### src/hidkbd_pkg.sv
// shared types, constants and helpers for the keyboard report to key event block
package hidkbd_pkg;

  localparam int KEY_CODE_COUNT = 128;
  localparam int REPORT_SLOTS   = 6;
  localparam int CODE_W         = 8;
  localparam int KEY_W          = $clog2(KEY_CODE_COUNT);
  localparam int MOD_EVT_N      = 4;

  // key scan window
  localparam int WIN_W     = 16;
  localparam int NUM_WIN   = KEY_CODE_COUNT / WIN_W;
  localparam int WIN_IDX_W = $clog2(NUM_WIN);
  localparam int POS_W     = $clog2(WIN_W);

  // job queue, depth a power of two
  localparam int QUEUE_DEPTH = 2;
  localparam int QPTR_W      = $clog2(QUEUE_DEPTH);
  localparam int QCNT_W      = $clog2(QUEUE_DEPTH + 1);

  // configuration port
  localparam int CFG_COUNT  = 8;
  localparam int CFG_ADDR_W = $clog2(CFG_COUNT * 4);
  localparam int CFG_IDX_W  = $clog2(CFG_COUNT);
  localparam int APB_DATA_W = 32;

  typedef enum logic [CFG_IDX_W-1:0] {
    REG_CODE_LEFT_CONTROL = 3'd0,
    REG_CODE_LEFT_SHIFT   = 3'd1,
    REG_CODE_RIGHT_SHIFT  = 3'd2,
    REG_CODE_LEFT_ALT     = 3'd3,
    REG_CODE_RIGHT        = 3'd4,
    REG_CODE_LEFT         = 3'd5,
    REG_CODE_DOWN         = 3'd6,
    REG_CODE_UP           = 3'd7
  } cfg_reg_e;

  localparam logic [CODE_W-1:0] RST_CODE_LEFT_CONTROL = 8'd224;
  localparam logic [CODE_W-1:0] RST_CODE_LEFT_SHIFT   = 8'd225;
  localparam logic [CODE_W-1:0] RST_CODE_RIGHT_SHIFT  = 8'd229;
  localparam logic [CODE_W-1:0] RST_CODE_LEFT_ALT     = 8'd226;
  localparam logic [6:0]        RST_CODE_RIGHT        = 7'd79;
  localparam logic [CODE_W-1:0] RST_CODE_LEFT         = 8'd80;
  localparam logic [6:0]        RST_CODE_DOWN         = 7'd81;
  localparam logic [CODE_W-1:0] RST_CODE_UP           = 8'd82;

  // modifier event slots, in emission order
  localparam int MOD_LCTRL  = 0;
  localparam int MOD_LSHIFT = 1;
  localparam int MOD_LALT   = 2;
  localparam int MOD_RSHIFT = 3;

  typedef struct packed {
    logic [CODE_W-1:0] code_left_control;
    logic [CODE_W-1:0] code_left_shift;
    logic [CODE_W-1:0] code_right_shift;
    logic [CODE_W-1:0] code_left_alt;
    logic [6:0]        code_right;
    logic [CODE_W-1:0] code_left;
    logic [6:0]        code_down;
    logic [CODE_W-1:0] code_up;
  } cfg_t;

  // one classified report, handed from front to back
  typedef struct packed {
    logic [MOD_EVT_N-1:0]      mod_chg;
    logic [MOD_EVT_N-1:0]      mod_val;
    logic                      remap;
    logic [KEY_CODE_COUNT-1:0] diff;
    logic [KEY_CODE_COUNT-1:0] now;
  } job_t;

  typedef enum logic {
    BK_IDLE,
    BK_RUN
  } bk_state_e;

  function automatic logic [POS_W-1:0] lowest_set(input logic [WIN_W-1:0] v);
    logic [POS_W-1:0] pos;
    pos = '0;
    for (int i = WIN_W - 1; i >= 0; i--) begin
      if (v[i]) begin
        pos = POS_W'(i);
      end
    end
    return pos;
  endfunction

endpackage

### src/hidkbd_if.sv
// report and key event channel interfaces
interface hidkbd_report_if;
  logic        valid;
  logic        ready;
  logic [7:0]  modifier_bits;
  logic [7:0]  slot0;
  logic [7:0]  slot1;
  logic [7:0]  slot2;
  logic [7:0]  slot3;
  logic [7:0]  slot4;
  logic [7:0]  slot5;
  logic        menu_active;

  modport source (
    output valid, modifier_bits, slot0, slot1, slot2, slot3, slot4, slot5, menu_active,
    input  ready
  );
  modport sink (
    input  valid, modifier_bits, slot0, slot1, slot2, slot3, slot4, slot5, menu_active,
    output ready
  );
endinterface

interface hidkbd_event_if;
  logic       valid;
  logic       ready;
  logic [7:0] key_code;
  logic       pressed;
  logic       last_event;

  modport source (
    output valid, key_code, pressed, last_event,
    input  ready
  );
  modport sink (
    input  valid, key_code, pressed, last_event,
    output ready
  );
endinterface

### src/hidkbd_front.sv
// front end: accepts reports, diffs them against the stored state, builds a job
module hidkbd_front (
  input  logic               clk_i,
  input  logic               rst_ni,
  hidkbd_report_if.sink      report_i,
  input  logic               push_ready_i,
  output logic               push_valid_o,
  output hidkbd_pkg::job_t   push_job_o
);
  import hidkbd_pkg::*;

  logic [KEY_CODE_COUNT-1:0] map_q, map_d;
  logic [7:0]                prev_mod_q;
  logic                      shift_remap_q, shift_remap_d;
  logic [CODE_W-1:0]         slots [REPORT_SLOTS];
  logic [KEY_CODE_COUNT-1:0] now;
  logic [7:0]                mod_cur, mod_chg;
  logic                      accept;

  assign accept = report_i.valid && push_ready_i;
  assign report_i.ready = push_ready_i;
  assign push_valid_o = report_i.valid;

  assign slots[0] = report_i.slot0;
  assign slots[1] = report_i.slot1;
  assign slots[2] = report_i.slot2;
  assign slots[3] = report_i.slot3;
  assign slots[4] = report_i.slot4;
  assign slots[5] = report_i.slot5;

  assign mod_cur = report_i.modifier_bits;
  assign mod_chg = mod_cur ^ prev_mod_q;

  always_comb begin
    now = '0;
    for (int s = 0; s < REPORT_SLOTS; s++) begin
      // empty slots and out of range codes are ignored
      if ((slots[s] != '0) && ({1'b0, slots[s]} < (CODE_W + 1)'(KEY_CODE_COUNT))) begin
        now[slots[s][KEY_W-1:0]] = 1'b1;
      end
    end
  end

  always_comb begin
    shift_remap_d = shift_remap_q;
    // right shift is handled after left shift, so it wins
    if (report_i.menu_active) begin
      if (mod_chg[1]) begin
        shift_remap_d = mod_cur[1];
      end
      if (mod_chg[5]) begin
        shift_remap_d = mod_cur[5];
      end
    end
    map_d = now;
  end

  always_comb begin
    push_job_o.mod_chg = {mod_chg[5], mod_chg[3], mod_chg[1], mod_chg[0]};
    push_job_o.mod_val = {mod_cur[5], mod_cur[3], mod_cur[1], mod_cur[0]};
    push_job_o.remap   = report_i.menu_active && shift_remap_d;
    push_job_o.diff    = (map_q ^ now) & ~KEY_CODE_COUNT'(1);
    push_job_o.now     = now;
  end

  always_ff @(posedge clk_i or negedge rst_ni) begin
    if (!rst_ni) begin
      map_q         <= '0;
      prev_mod_q    <= '0;
      shift_remap_q <= 1'b0;
    end else if (accept) begin
      map_q         <= map_d;
      prev_mod_q    <= mod_cur;
      shift_remap_q <= shift_remap_d;
    end
  end

endmodule

### src/hidkbd_queue.sv
// short job queue between front and back
module hidkbd_queue (
  input  logic                          clk_i,
  input  logic                          rst_ni,
  input  logic                          push_valid_i,
  output logic                          push_ready_o,
  input  hidkbd_pkg::job_t              push_job_i,
  output logic                          pop_valid_o,
  input  logic                          pop_i,
  output hidkbd_pkg::job_t              pop_job_o,
  output logic [hidkbd_pkg::QCNT_W-1:0] count_o
);
  import hidkbd_pkg::*;

  job_t              mem_q [QUEUE_DEPTH];
  logic [QPTR_W-1:0] wr_ptr_q, rd_ptr_q;
  logic [QCNT_W-1:0] count_q;
  logic              push, pop;

  assign push_ready_o = (count_q != QCNT_W'(QUEUE_DEPTH));
  assign pop_valid_o  = (count_q != '0);
  assign push         = push_valid_i && push_ready_o;
  assign pop          = pop_i && pop_valid_o;
  assign pop_job_o    = mem_q[rd_ptr_q];
  assign count_o      = count_q;

  always_ff @(posedge clk_i) begin
    if (push) begin
      mem_q[wr_ptr_q] <= push_job_i;
    end
  end

  always_ff @(posedge clk_i or negedge rst_ni) begin
    if (!rst_ni) begin
      wr_ptr_q <= '0;
      rd_ptr_q <= '0;
      count_q  <= '0;
    end else begin
      if (push) begin
        wr_ptr_q <= wr_ptr_q + 1'b1;
      end
      if (pop) begin
        rd_ptr_q <= rd_ptr_q + 1'b1;
      end
      if (push && !pop) begin
        count_q <= count_q + 1'b1;
      end else if (pop && !push) begin
        count_q <= count_q - 1'b1;
      end
    end
  end

endmodule

### src/hidkbd_back.sv
// back end: walks one job and emits its events through an output register
module hidkbd_back (
  input  logic               clk_i,
  input  logic               rst_ni,
  input  hidkbd_pkg::cfg_t   cfg_i,
  input  logic               pop_valid_i,
  output logic               pop_o,
  input  hidkbd_pkg::job_t   pop_job_i,
  output logic               busy_o,
  hidkbd_event_if.source     event_o
);
  import hidkbd_pkg::*;

  bk_state_e                 state_q, state_d;
  logic [MOD_EVT_N-1:0]      mod_pend_q, mod_pend_d;
  logic [MOD_EVT_N-1:0]      mod_val_q, mod_val_d;
  logic                      remap_q, remap_d;
  logic [KEY_CODE_COUNT-1:0] diff_q, diff_d;
  logic [KEY_CODE_COUNT-1:0] now_q, now_d;
  logic [WIN_IDX_W-1:0]      win_q, win_d;
  logic                      out_valid_q, out_valid_d;
  logic [CODE_W-1:0]         out_code_q, out_code_d;
  logic                      out_pressed_q, out_pressed_d;
  logic                      out_last_q, out_last_d;

  logic [1:0]                mod_idx;
  logic [MOD_EVT_N-1:0]      mod_rest;
  logic [WIN_W-1:0]          win_bits;
  logic [POS_W-1:0]          pos;
  logic [KEY_W-1:0]          key;
  logic [KEY_CODE_COUNT-1:0] diff_clr;
  logic                      can_emit;
  logic [CODE_W-1:0]         mod_code, key_code;

  always_comb begin
    if (mod_pend_q[0]) begin
      mod_idx = 2'd0;
    end else if (mod_pend_q[1]) begin
      mod_idx = 2'd1;
    end else if (mod_pend_q[2]) begin
      mod_idx = 2'd2;
    end else begin
      mod_idx = 2'd3;
    end
  end

  assign mod_rest = mod_pend_q & ~(MOD_EVT_N'(1) << mod_idx);

  always_comb begin
    case (mod_idx)
      2'(MOD_LCTRL):  mod_code = cfg_i.code_left_control;
      2'(MOD_LSHIFT): mod_code = cfg_i.code_left_shift;
      2'(MOD_LALT):   mod_code = cfg_i.code_left_alt;
      2'(MOD_RSHIFT): mod_code = cfg_i.code_right_shift;
      default:        mod_code = cfg_i.code_right_shift;
    endcase
  end

  assign win_bits = diff_q[win_q*WIN_W +: WIN_W];
  assign pos      = lowest_set(win_bits);
  assign key      = {win_q, pos};
  assign diff_clr = diff_q & ~(KEY_CODE_COUNT'(1) << key);

  // right remap takes precedence when both indexes match
  always_comb begin
    key_code = CODE_W'(key);
    if (remap_q) begin
      if (CODE_W'(key) == CODE_W'(cfg_i.code_right)) begin
        key_code = cfg_i.code_left;
      end else if (CODE_W'(key) == CODE_W'(cfg_i.code_down)) begin
        key_code = cfg_i.code_up;
      end
    end
  end

  assign can_emit = !out_valid_q || event_o.ready;

  always_comb begin
    state_d       = state_q;
    mod_pend_d    = mod_pend_q;
    mod_val_d     = mod_val_q;
    remap_d       = remap_q;
    diff_d        = diff_q;
    now_d         = now_q;
    win_d         = win_q;
    out_valid_d   = out_valid_q && !event_o.ready;
    out_code_d    = out_code_q;
    out_pressed_d = out_pressed_q;
    out_last_d    = out_last_q;
    pop_o         = 1'b0;

    case (state_q)
      BK_IDLE: begin
        if (pop_valid_i) begin
          pop_o      = 1'b1;
          mod_pend_d = pop_job_i.mod_chg;
          mod_val_d  = pop_job_i.mod_val;
          remap_d    = pop_job_i.remap;
          diff_d     = pop_job_i.diff;
          now_d      = pop_job_i.now;
          win_d      = '0;
          state_d    = BK_RUN;
        end
      end
      BK_RUN: begin
        if (|mod_pend_q) begin
          if (can_emit) begin
            mod_pend_d    = mod_rest;
            out_valid_d   = 1'b1;
            out_code_d    = mod_code;
            out_pressed_d = mod_val_q[mod_idx];
            out_last_d    = !(|mod_rest) && !(|diff_q);
            if (out_last_d) begin
              state_d = BK_IDLE;
            end
          end
        end else if (|win_bits) begin
          if (can_emit) begin
            diff_d        = diff_clr;
            out_valid_d   = 1'b1;
            out_code_d    = key_code;
            out_pressed_d = now_q[key];
            out_last_d    = !(|diff_clr);
            if (out_last_d) begin
              state_d = BK_IDLE;
            end
          end
        end else if (|diff_q) begin
          win_d = win_q + 1'b1;
        end else begin
          // report with no change
          state_d = BK_IDLE;
        end
      end
      default: state_d = BK_IDLE;
    endcase
  end

  always_ff @(posedge clk_i or negedge rst_ni) begin
    if (!rst_ni) begin
      state_q     <= BK_IDLE;
      out_valid_q <= 1'b0;
    end else begin
      state_q     <= state_d;
      out_valid_q <= out_valid_d;
    end
  end

  always_ff @(posedge clk_i) begin
    mod_pend_q    <= mod_pend_d;
    mod_val_q     <= mod_val_d;
    remap_q       <= remap_d;
    diff_q        <= diff_d;
    now_q         <= now_d;
    win_q         <= win_d;
    out_code_q    <= out_code_d;
    out_pressed_q <= out_pressed_d;
    out_last_q    <= out_last_d;
  end

  assign busy_o             = (state_q == BK_RUN);
  assign event_o.valid      = out_valid_q;
  assign event_o.key_code   = out_code_q;
  assign event_o.pressed    = out_pressed_q;
  assign event_o.last_event = out_last_q;

endmodule

### src/hid_keyboard_report_to_key_events_top.sv
// top level: keyboard report to key event converter with register port
// Converts USB boot keyboard reports into press and release key events. Each accepted report
// beat is compared with the previous report: modifier events come first (left control, left
// shift, left alt, right shift, using the configured codes), then key events in ascending key
// index 1..127; the final event of a report carries last_event, and a report that changes
// nothing produces no event beats. While menu_active is set, shift changes set or clear a
// remap flag, and with both set the configured right and down keys report as left and up.
// The front end takes a report and hands a job into a two-entry queue; the back end emits one
// event per cycle through an output register while the receiver is ready and no window step
// comes between, and steps through the 128-key difference map in 16-key windows. A report
// yields at most 16 events, and reports keep being accepted while the queue has room.
// Registers sit at byte address 4*index on the APB port.
module hid_keyboard_report_to_key_events_top (
  input  logic                              clk_i,
  input  logic                              rst_ni,
  hidkbd_report_if.sink                     report_i,
  hidkbd_event_if.source                    event_o,
  input  logic                              psel,
  input  logic                              penable,
  input  logic                              pwrite,
  input  logic [hidkbd_pkg::CFG_ADDR_W-1:0] paddr,
  input  logic [hidkbd_pkg::APB_DATA_W-1:0] pwdata,
  output logic [hidkbd_pkg::APB_DATA_W-1:0] prdata,
  output logic                              pready
);
  import hidkbd_pkg::*;

  cfg_t              cfg_q;
  cfg_reg_e          reg_idx;
  logic              cfg_wr;

  // front to queue, queue to back
  logic              push_valid, push_ready;
  job_t              push_job;
  logic              pop_valid, pop;
  job_t              pop_job;
  logic [QCNT_W-1:0] q_count;
  logic              back_busy;

  // register port: no wait states, register index from the word address
  assign pready  = 1'b1;
  assign reg_idx = cfg_reg_e'(paddr[CFG_ADDR_W-1:2]);
  assign cfg_wr  = psel && penable && pwrite && pready;

  always_ff @(posedge clk_i or negedge rst_ni) begin
    if (!rst_ni) begin
      cfg_q.code_left_control <= RST_CODE_LEFT_CONTROL;
      cfg_q.code_left_shift   <= RST_CODE_LEFT_SHIFT;
      cfg_q.code_right_shift  <= RST_CODE_RIGHT_SHIFT;
      cfg_q.code_left_alt     <= RST_CODE_LEFT_ALT;
      cfg_q.code_right        <= RST_CODE_RIGHT;
      cfg_q.code_left         <= RST_CODE_LEFT;
      cfg_q.code_down         <= RST_CODE_DOWN;
      cfg_q.code_up           <= RST_CODE_UP;
    end else if (cfg_wr) begin
      case (reg_idx)
        REG_CODE_LEFT_CONTROL: cfg_q.code_left_control <= pwdata[7:0];
        REG_CODE_LEFT_SHIFT:   cfg_q.code_left_shift   <= pwdata[7:0];
        REG_CODE_RIGHT_SHIFT:  cfg_q.code_right_shift  <= pwdata[7:0];
        REG_CODE_LEFT_ALT:     cfg_q.code_left_alt     <= pwdata[7:0];
        REG_CODE_RIGHT:        cfg_q.code_right        <= pwdata[6:0];
        REG_CODE_LEFT:         cfg_q.code_left         <= pwdata[7:0];
        REG_CODE_DOWN:         cfg_q.code_down         <= pwdata[6:0];
        REG_CODE_UP:           cfg_q.code_up           <= pwdata[7:0];
        default: ;
      endcase
    end
  end

  // read data, zero extended
  always_comb begin
    case (reg_idx)
      REG_CODE_LEFT_CONTROL: prdata = APB_DATA_W'(cfg_q.code_left_control);
      REG_CODE_LEFT_SHIFT:   prdata = APB_DATA_W'(cfg_q.code_left_shift);
      REG_CODE_RIGHT_SHIFT:  prdata = APB_DATA_W'(cfg_q.code_right_shift);
      REG_CODE_LEFT_ALT:     prdata = APB_DATA_W'(cfg_q.code_left_alt);
      REG_CODE_RIGHT:        prdata = APB_DATA_W'(cfg_q.code_right);
      REG_CODE_LEFT:         prdata = APB_DATA_W'(cfg_q.code_left);
      REG_CODE_DOWN:         prdata = APB_DATA_W'(cfg_q.code_down);
      REG_CODE_UP:           prdata = APB_DATA_W'(cfg_q.code_up);
      default:               prdata = '0;
    endcase
  end

  // front end: owns the pressed map, previous modifiers and shift flag
  hidkbd_front u_front (
    .clk_i        (clk_i),
    .rst_ni       (rst_ni),
    .report_i     (report_i),
    .push_ready_i (push_ready),
    .push_valid_o (push_valid),
    .push_job_o   (push_job)
  );

  // decouples report intake from event emission
  hidkbd_queue u_queue (
    .clk_i        (clk_i),
    .rst_ni       (rst_ni),
    .push_valid_i (push_valid),
    .push_ready_o (push_ready),
    .push_job_i   (push_job),
    .pop_valid_o  (pop_valid),
    .pop_i        (pop),
    .pop_job_o    (pop_job),
    .count_o      (q_count)
  );

  // back end: serializes events, applies configured codes and the cursor remap
  hidkbd_back u_back (
    .clk_i       (clk_i),
    .rst_ni      (rst_ni),
    .cfg_i       (cfg_q),
    .pop_valid_i (pop_valid),
    .pop_o       (pop),
    .pop_job_i   (pop_job),
    .busy_o      (back_busy),
    .event_o     (event_o)
  );

  // an accepted report is held in the queue on the next cycle
  a_report_queued: assert property (@(posedge clk_i) disable iff (!rst_ni)
    (report_i.valid && report_i.ready) |=> (q_count != '0))
    else $error("accepted report not held in queue");

  // after a non-final event beat the report still has events to deliver
  a_more_events: assert property (@(posedge clk_i) disable iff (!rst_ni)
    (event_o.valid && event_o.ready && !event_o.last_event) |=> (back_busy || event_o.valid))
    else $error("report ended without a final event");

  // queue occupancy stays within its depth
  a_queue_depth: assert property (@(posedge clk_i) disable iff (!rst_ni)
    (q_count <= QCNT_W'(QUEUE_DEPTH)))
    else $error("job queue overflow");

endmodule

### src/flat_wrapper.sv
// flat-port wrapper written by rule: the top's interface ports become plain ports
module hid_keyboard_report_to_key_events_top_flat import hidkbd_pkg::*;
  (clk_i, rst_ni, psel, penable, pwrite, paddr, pwdata, prdata, pready, report_i_valid, report_i_modifier_bits, report_i_slot0, report_i_slot1, report_i_slot2, report_i_slot3, report_i_slot4, report_i_slot5, report_i_menu_active, report_i_ready, event_o_valid, event_o_key_code, event_o_pressed, event_o_last_event, event_o_ready);
  hidkbd_report_if report_i_i ();
  hidkbd_event_if event_o_i ();
  input  logic clk_i;
  input  logic rst_ni;
  input  logic psel;
  input  logic penable;
  input  logic pwrite;
  input  logic [hidkbd_pkg::CFG_ADDR_W-1:0] paddr;
  input  logic [hidkbd_pkg::APB_DATA_W-1:0] pwdata;
  output logic [hidkbd_pkg::APB_DATA_W-1:0] prdata;
  output logic pready;
  input wire logic [$bits(report_i_i.valid)-1:0] report_i_valid;
  input wire logic [$bits(report_i_i.modifier_bits)-1:0] report_i_modifier_bits;
  input wire logic [$bits(report_i_i.slot0)-1:0] report_i_slot0;
  input wire logic [$bits(report_i_i.slot1)-1:0] report_i_slot1;
  input wire logic [$bits(report_i_i.slot2)-1:0] report_i_slot2;
  input wire logic [$bits(report_i_i.slot3)-1:0] report_i_slot3;
  input wire logic [$bits(report_i_i.slot4)-1:0] report_i_slot4;
  input wire logic [$bits(report_i_i.slot5)-1:0] report_i_slot5;
  input wire logic [$bits(report_i_i.menu_active)-1:0] report_i_menu_active;
  output wire logic [$bits(report_i_i.ready)-1:0] report_i_ready;
  output wire logic [$bits(event_o_i.valid)-1:0] event_o_valid;
  output wire logic [$bits(event_o_i.key_code)-1:0] event_o_key_code;
  output wire logic [$bits(event_o_i.pressed)-1:0] event_o_pressed;
  output wire logic [$bits(event_o_i.last_event)-1:0] event_o_last_event;
  input wire logic [$bits(event_o_i.ready)-1:0] event_o_ready;
  assign report_i_i.valid = report_i_valid;
  assign report_i_i.modifier_bits = report_i_modifier_bits;
  assign report_i_i.slot0 = report_i_slot0;
  assign report_i_i.slot1 = report_i_slot1;
  assign report_i_i.slot2 = report_i_slot2;
  assign report_i_i.slot3 = report_i_slot3;
  assign report_i_i.slot4 = report_i_slot4;
  assign report_i_i.slot5 = report_i_slot5;
  assign report_i_i.menu_active = report_i_menu_active;
  assign report_i_ready = report_i_i.ready;
  assign event_o_valid = event_o_i.valid;
  assign event_o_key_code = event_o_i.key_code;
  assign event_o_pressed = event_o_i.pressed;
  assign event_o_last_event = event_o_i.last_event;
  assign event_o_i.ready = event_o_ready;
  hid_keyboard_report_to_key_events_top u_core (.clk_i(clk_i), .rst_ni(rst_ni), .report_i(report_i_i), .event_o(event_o_i), .psel(psel), .penable(penable), .pwrite(pwrite), .paddr(paddr), .pwdata(pwdata), .prdata(prdata), .pready(pready));
endmodule
### config.mk
export PLATFORM = sky130hd
export DESIGN_NAME = hid_keyboard_report_to_key_events_top_flat
export DESIGN_NICKNAME = d
export VERILOG_FILES = /design/src/hidkbd_pkg.sv /design/src/hidkbd_if.sv /design/src/hidkbd_front.sv /design/src/hidkbd_queue.sv /design/src/hidkbd_back.sv /design/src/hid_keyboard_report_to_key_events_top.sv /design/src/flat_wrapper.sv
export SDC_FILE = /design/constraint.sdc
export NUM_CORES = 2
export LEC_CHECK = 0
export BUFFER_PORTS_ARGS = -buffer_cell sky130_fd_sc_hd__buf_2
export CORE_MARGIN = 8
export CORE_UTILIZATION = 50
export CTS_CLUSTER_DIAMETER = 40
export DETAILED_ROUTE_END_ITERATION = 12
export PLACE_DENSITY_LB_ADDON = 0.12
export REMOVE_ABC_BUFFERS = 1
export SLEW_MARGIN = 25
export SYNTH_ARGS = -nofsm -noshare
export SYNTH_HDL_FRONTEND = slang
export SYNTH_SLANG_ARGS = --single-unit
### constraint.sdc
create_clock -name clk_i -period 18.65 [get_ports clk_i]
set_clock_uncertainty 0.05 [all_clocks]
set_input_delay 2.7975 -clock clk_i [delete_from_list [all_inputs] [get_ports clk_i]]
set_output_delay 2.7975 -clock clk_i [all_outputs]
set_load 0.05 [all_outputs]
==> impl_metrics.ini <==
[run_status]
status = finished clean

[finish]
final_area_sq_um = 55700
fillers = 8073
fin_nets = 4320
final_common_cell = edfxtp_1
drive_gt1_share_pct = 17.9
fin_cells = 5617
layout_common_cells = edfxtp_1, nand2_1, nor2_1, mux2_2, o22ai_1
syn_to_final_growth_pct = 13.5

[place]
post_dp_cell_area_sq_um = 51000
gp_congestion = 1.05
port-buffer-count = 90
hpwl_mm = 132
dp_cells = 5369
pre_cts_slack_ns = 11.12

[clock_tree]
clock-root-buffer = clkbuf_16
insertion_delay_ns = 0.75
cts_buffer_depth = 3
cts_made_buffers = 131
cts_sinks = 1006
path_clk_slew_ns = 0.05
cts-resized-gates = 0
cts_tree = done
postCtsSetupBuffers = 0
h-tree-depth = 4
hold_buffers = 0

[yosys]
synth-adder-area-share_pct = 0.0510
synth-edff-count = 806
avgSynthCellArea_sq_um = 11.8
synthArstFlopShare_pct = 19.9
syn_inst = 4139
synth_top_area_cell = edfxtp_1
synth_xor_area_share_pct = 2.70
seq_area_frac_synth_pct = 59.7
yosysUniqueCellTypes = 94
synthSimpleGateAreaFrac_pct = 12.1
ys_ff_latch = 1006
yosys.area.top_type_share_pct = 49.4
ys.flop_type = edfxtp_1
yosys-top-cells-area = edfxtp_1, dfrtp_1, mux2_2
synthMuxAreaShare_pct = 9.37
synth-compound-area-share_pct = 13.2
ys_warn_count = 0
syn_area_sq_um = 49000
synth_top_family_by_area = compound AO/OA/AOI/OAI gates

[routing]
drt-initial-drc-count = 5500
first_pass_iters = 10
ant_nets = 0
via_per_inst = 6.72
route.detailed.drc = 0
drt_wl_total_mm = 195
vias = 37700
detail_route.wl_per_cell_microns = 34.8

[timing]
period_share_pct = 40.5
worst_slew_pin_slew_ns = 1.17
finalSetupViolations = 0
slew_headroom_pct = 21.3
period_minus_slack_ns = 7.55
finalMaxSlewViolations = 0
fin_ws_ns = 11.10
max_freq_mhz = 132
rsz0062_at_grt = false
hold_viol = 0
fin_hold_ws_ns = 0.442
tns_ns = 0

[critical_path]
r2r_start = u_core.u_back.win_q[1]
arrival_ns = 4.70
cp-start-kind = input pin
rr_worst_depth = 13
reg2reg_slack_ns = 11.26
cp_max_fo = 21
endpoint_kind = primary output
crit_type = input pin to primary output
crit_required_ns = 15.80
r2r-end = u_core.u_back.event_o.last_event

[min_path]
hp-start = u_core.u_front.map_q[95]
holdPathEnd = u_core.u_front.map_q[95]
hold_depth = 2
hold_path_class = flop to flop

[die]
die-height_microns = 329
start_util_pct = 50.1
dieWidth_microns = 329
core-area_sq_um = 97800
io_pins = 146
dieArea_sq_um = 108000
row_count = 115

[grt]
grt-busiest-layer = met2
use_met2_pct = 51.6
antenna_found_initial = 8
grt_max_degree = 169
met3_usage_pct = 9.04
grt_util_all_layers_pct = 35.2
grt_pass1_wl_mm = 271
grt.met1_usage_pct = 48.2
grt_overflow = 0
grt_pass1_vias = 35700

[power]
peakVddDrop_v = 0.0000989
powerDensity_nw_per_um2 = 115
p_leak_nw = 20.3

[flow_run]
maxCapViolCount = 0
-- where the power goes --
part	leakage [nW]	internal [W]	switching [W]	total, W
Combinational	7.90	0.000238	0.000604	0.000843
Sequential	10.2	0.00285	0.000114	0.00296
Clock	2.21	0.00154	0.00103	0.00257
-- Yosys cell counts (all sizes together), types with 5 or more instances --
library cell,n
inv,54
and3,18
o22a,5
nor3,43
nand4,46
mux4,27
nand2b,29
nor4,59
nor2b,105
a22oi,14
and2,15
o31a,11
mux2i,143
edfxtp,806
a211oi,95
a2111oi,8
o21a,6
xnor2,43
o41ai,6
clkbuf,212
o21ai,192
or4,12
a21o,8
or3,17
dfstp,29
a21oi,151
nor2,253
nand3,112
o31ai,20
a31oi,10
a311oi,9
or2,19
dfrtp,171
a221o,5
o22ai,197
buf,69
nand2,542
a22o,12
a221oi,18
o2111ai,9
o211ai,68
xor2,108
o221ai,89
mux2,225
-- sequential cells by signal, indices dropped and copies added, names as in the netlist, 2 cells and up --
name,cells
u_core.u_back.event_o.key_code,8
u_core.u_back.now_q,128
u_core.u_front.map_q,127
u_core.u_front.prev_mod_q,4
u_core.u_back.diff_q,128
u_core.u_back.win_q,3
u_core.u_back.mod_pend_q,4
u_core.cfg_q,62
u_core.u_queue.count_o,2
u_core.u_queue.mem_q,528
u_core.u_back.mod_val_q,4
-- cell type report --
class | count | area (sq um) | area share, %
Multi-Input combinational cell | 2822 | 18600 | 33.5
Sequential cell | 1006 | 29300 | 52.6
Inverter | 55 | 214 | 0.384
Clock buffer | 166 | 3550 | 6.38
Tap cell | 1287 | 1610 | 2.89
Timing Repair Buffer | 201 | 1380 | 2.47
Clock inverter | 77 | 1020 | 1.83
Antenna cell | 3 | 7.51 | 0.0135
-- per-stage QoR --
stage / power (W) / util, %
finish: 0.00638 / 56.9
global route: 0.00658 / 56.9
CTS: 0.00640 / 56.8
detailed placement: 0.00384 / 52.1
global placement: 0.00381 / 52.1
floorplan: 0.00364 / -
-- worst max-delay path, stage by stage --
cell	delay (ns)
buf_2	0.43
inv_1	0.40
nor2_1	0.19
o2bb2ai_1	0.08
o21ai_0	0.23
o211ai_1	0.12
nand2_1	0.10
o21ai_0	0.11
buf_2	0.24
-- cell families after synthesis --
| group | after synthesis |
|---|---|
| xor gates and xnor gates | 151 |
| DFF | 1006 |
| and+or+nand+nor | 1281 |
| buffers and inverters | 336 |
| AOI/OAI and AO/OA | 966 |
| adders and majority gates | 2 |
| other | 2 |
| muxes | 395 |
-- how the worst max path moves through the flow --
stage | startpoint | endpoint | depth (start not counted)
6_report | paddr[2] | prdata[0] | 9
5_1_grt | paddr[2] | prdata[0] | 9
4_1_cts | paddr[2] | prdata[0] | 9
3_5_place_dp | paddr[2] | prdata[0] | 9
3_3_place_gp | u_core.u_back.win_q[1] | u_core.u_back.event_o.pressed | 13
2_1_floorplan | report_i_valid | u_core.u_queue.mem_q[0][0] | 2
-- routing by layer --
metal / vias to the layer above / wire, microns
met5: - / 44
met4: 6 / 12200
met3: 606 / 20800
met2: 2416 / 84000
met1: 18700 / 78200
li1: 16000 / -
(Power assumes the default switching activity.)
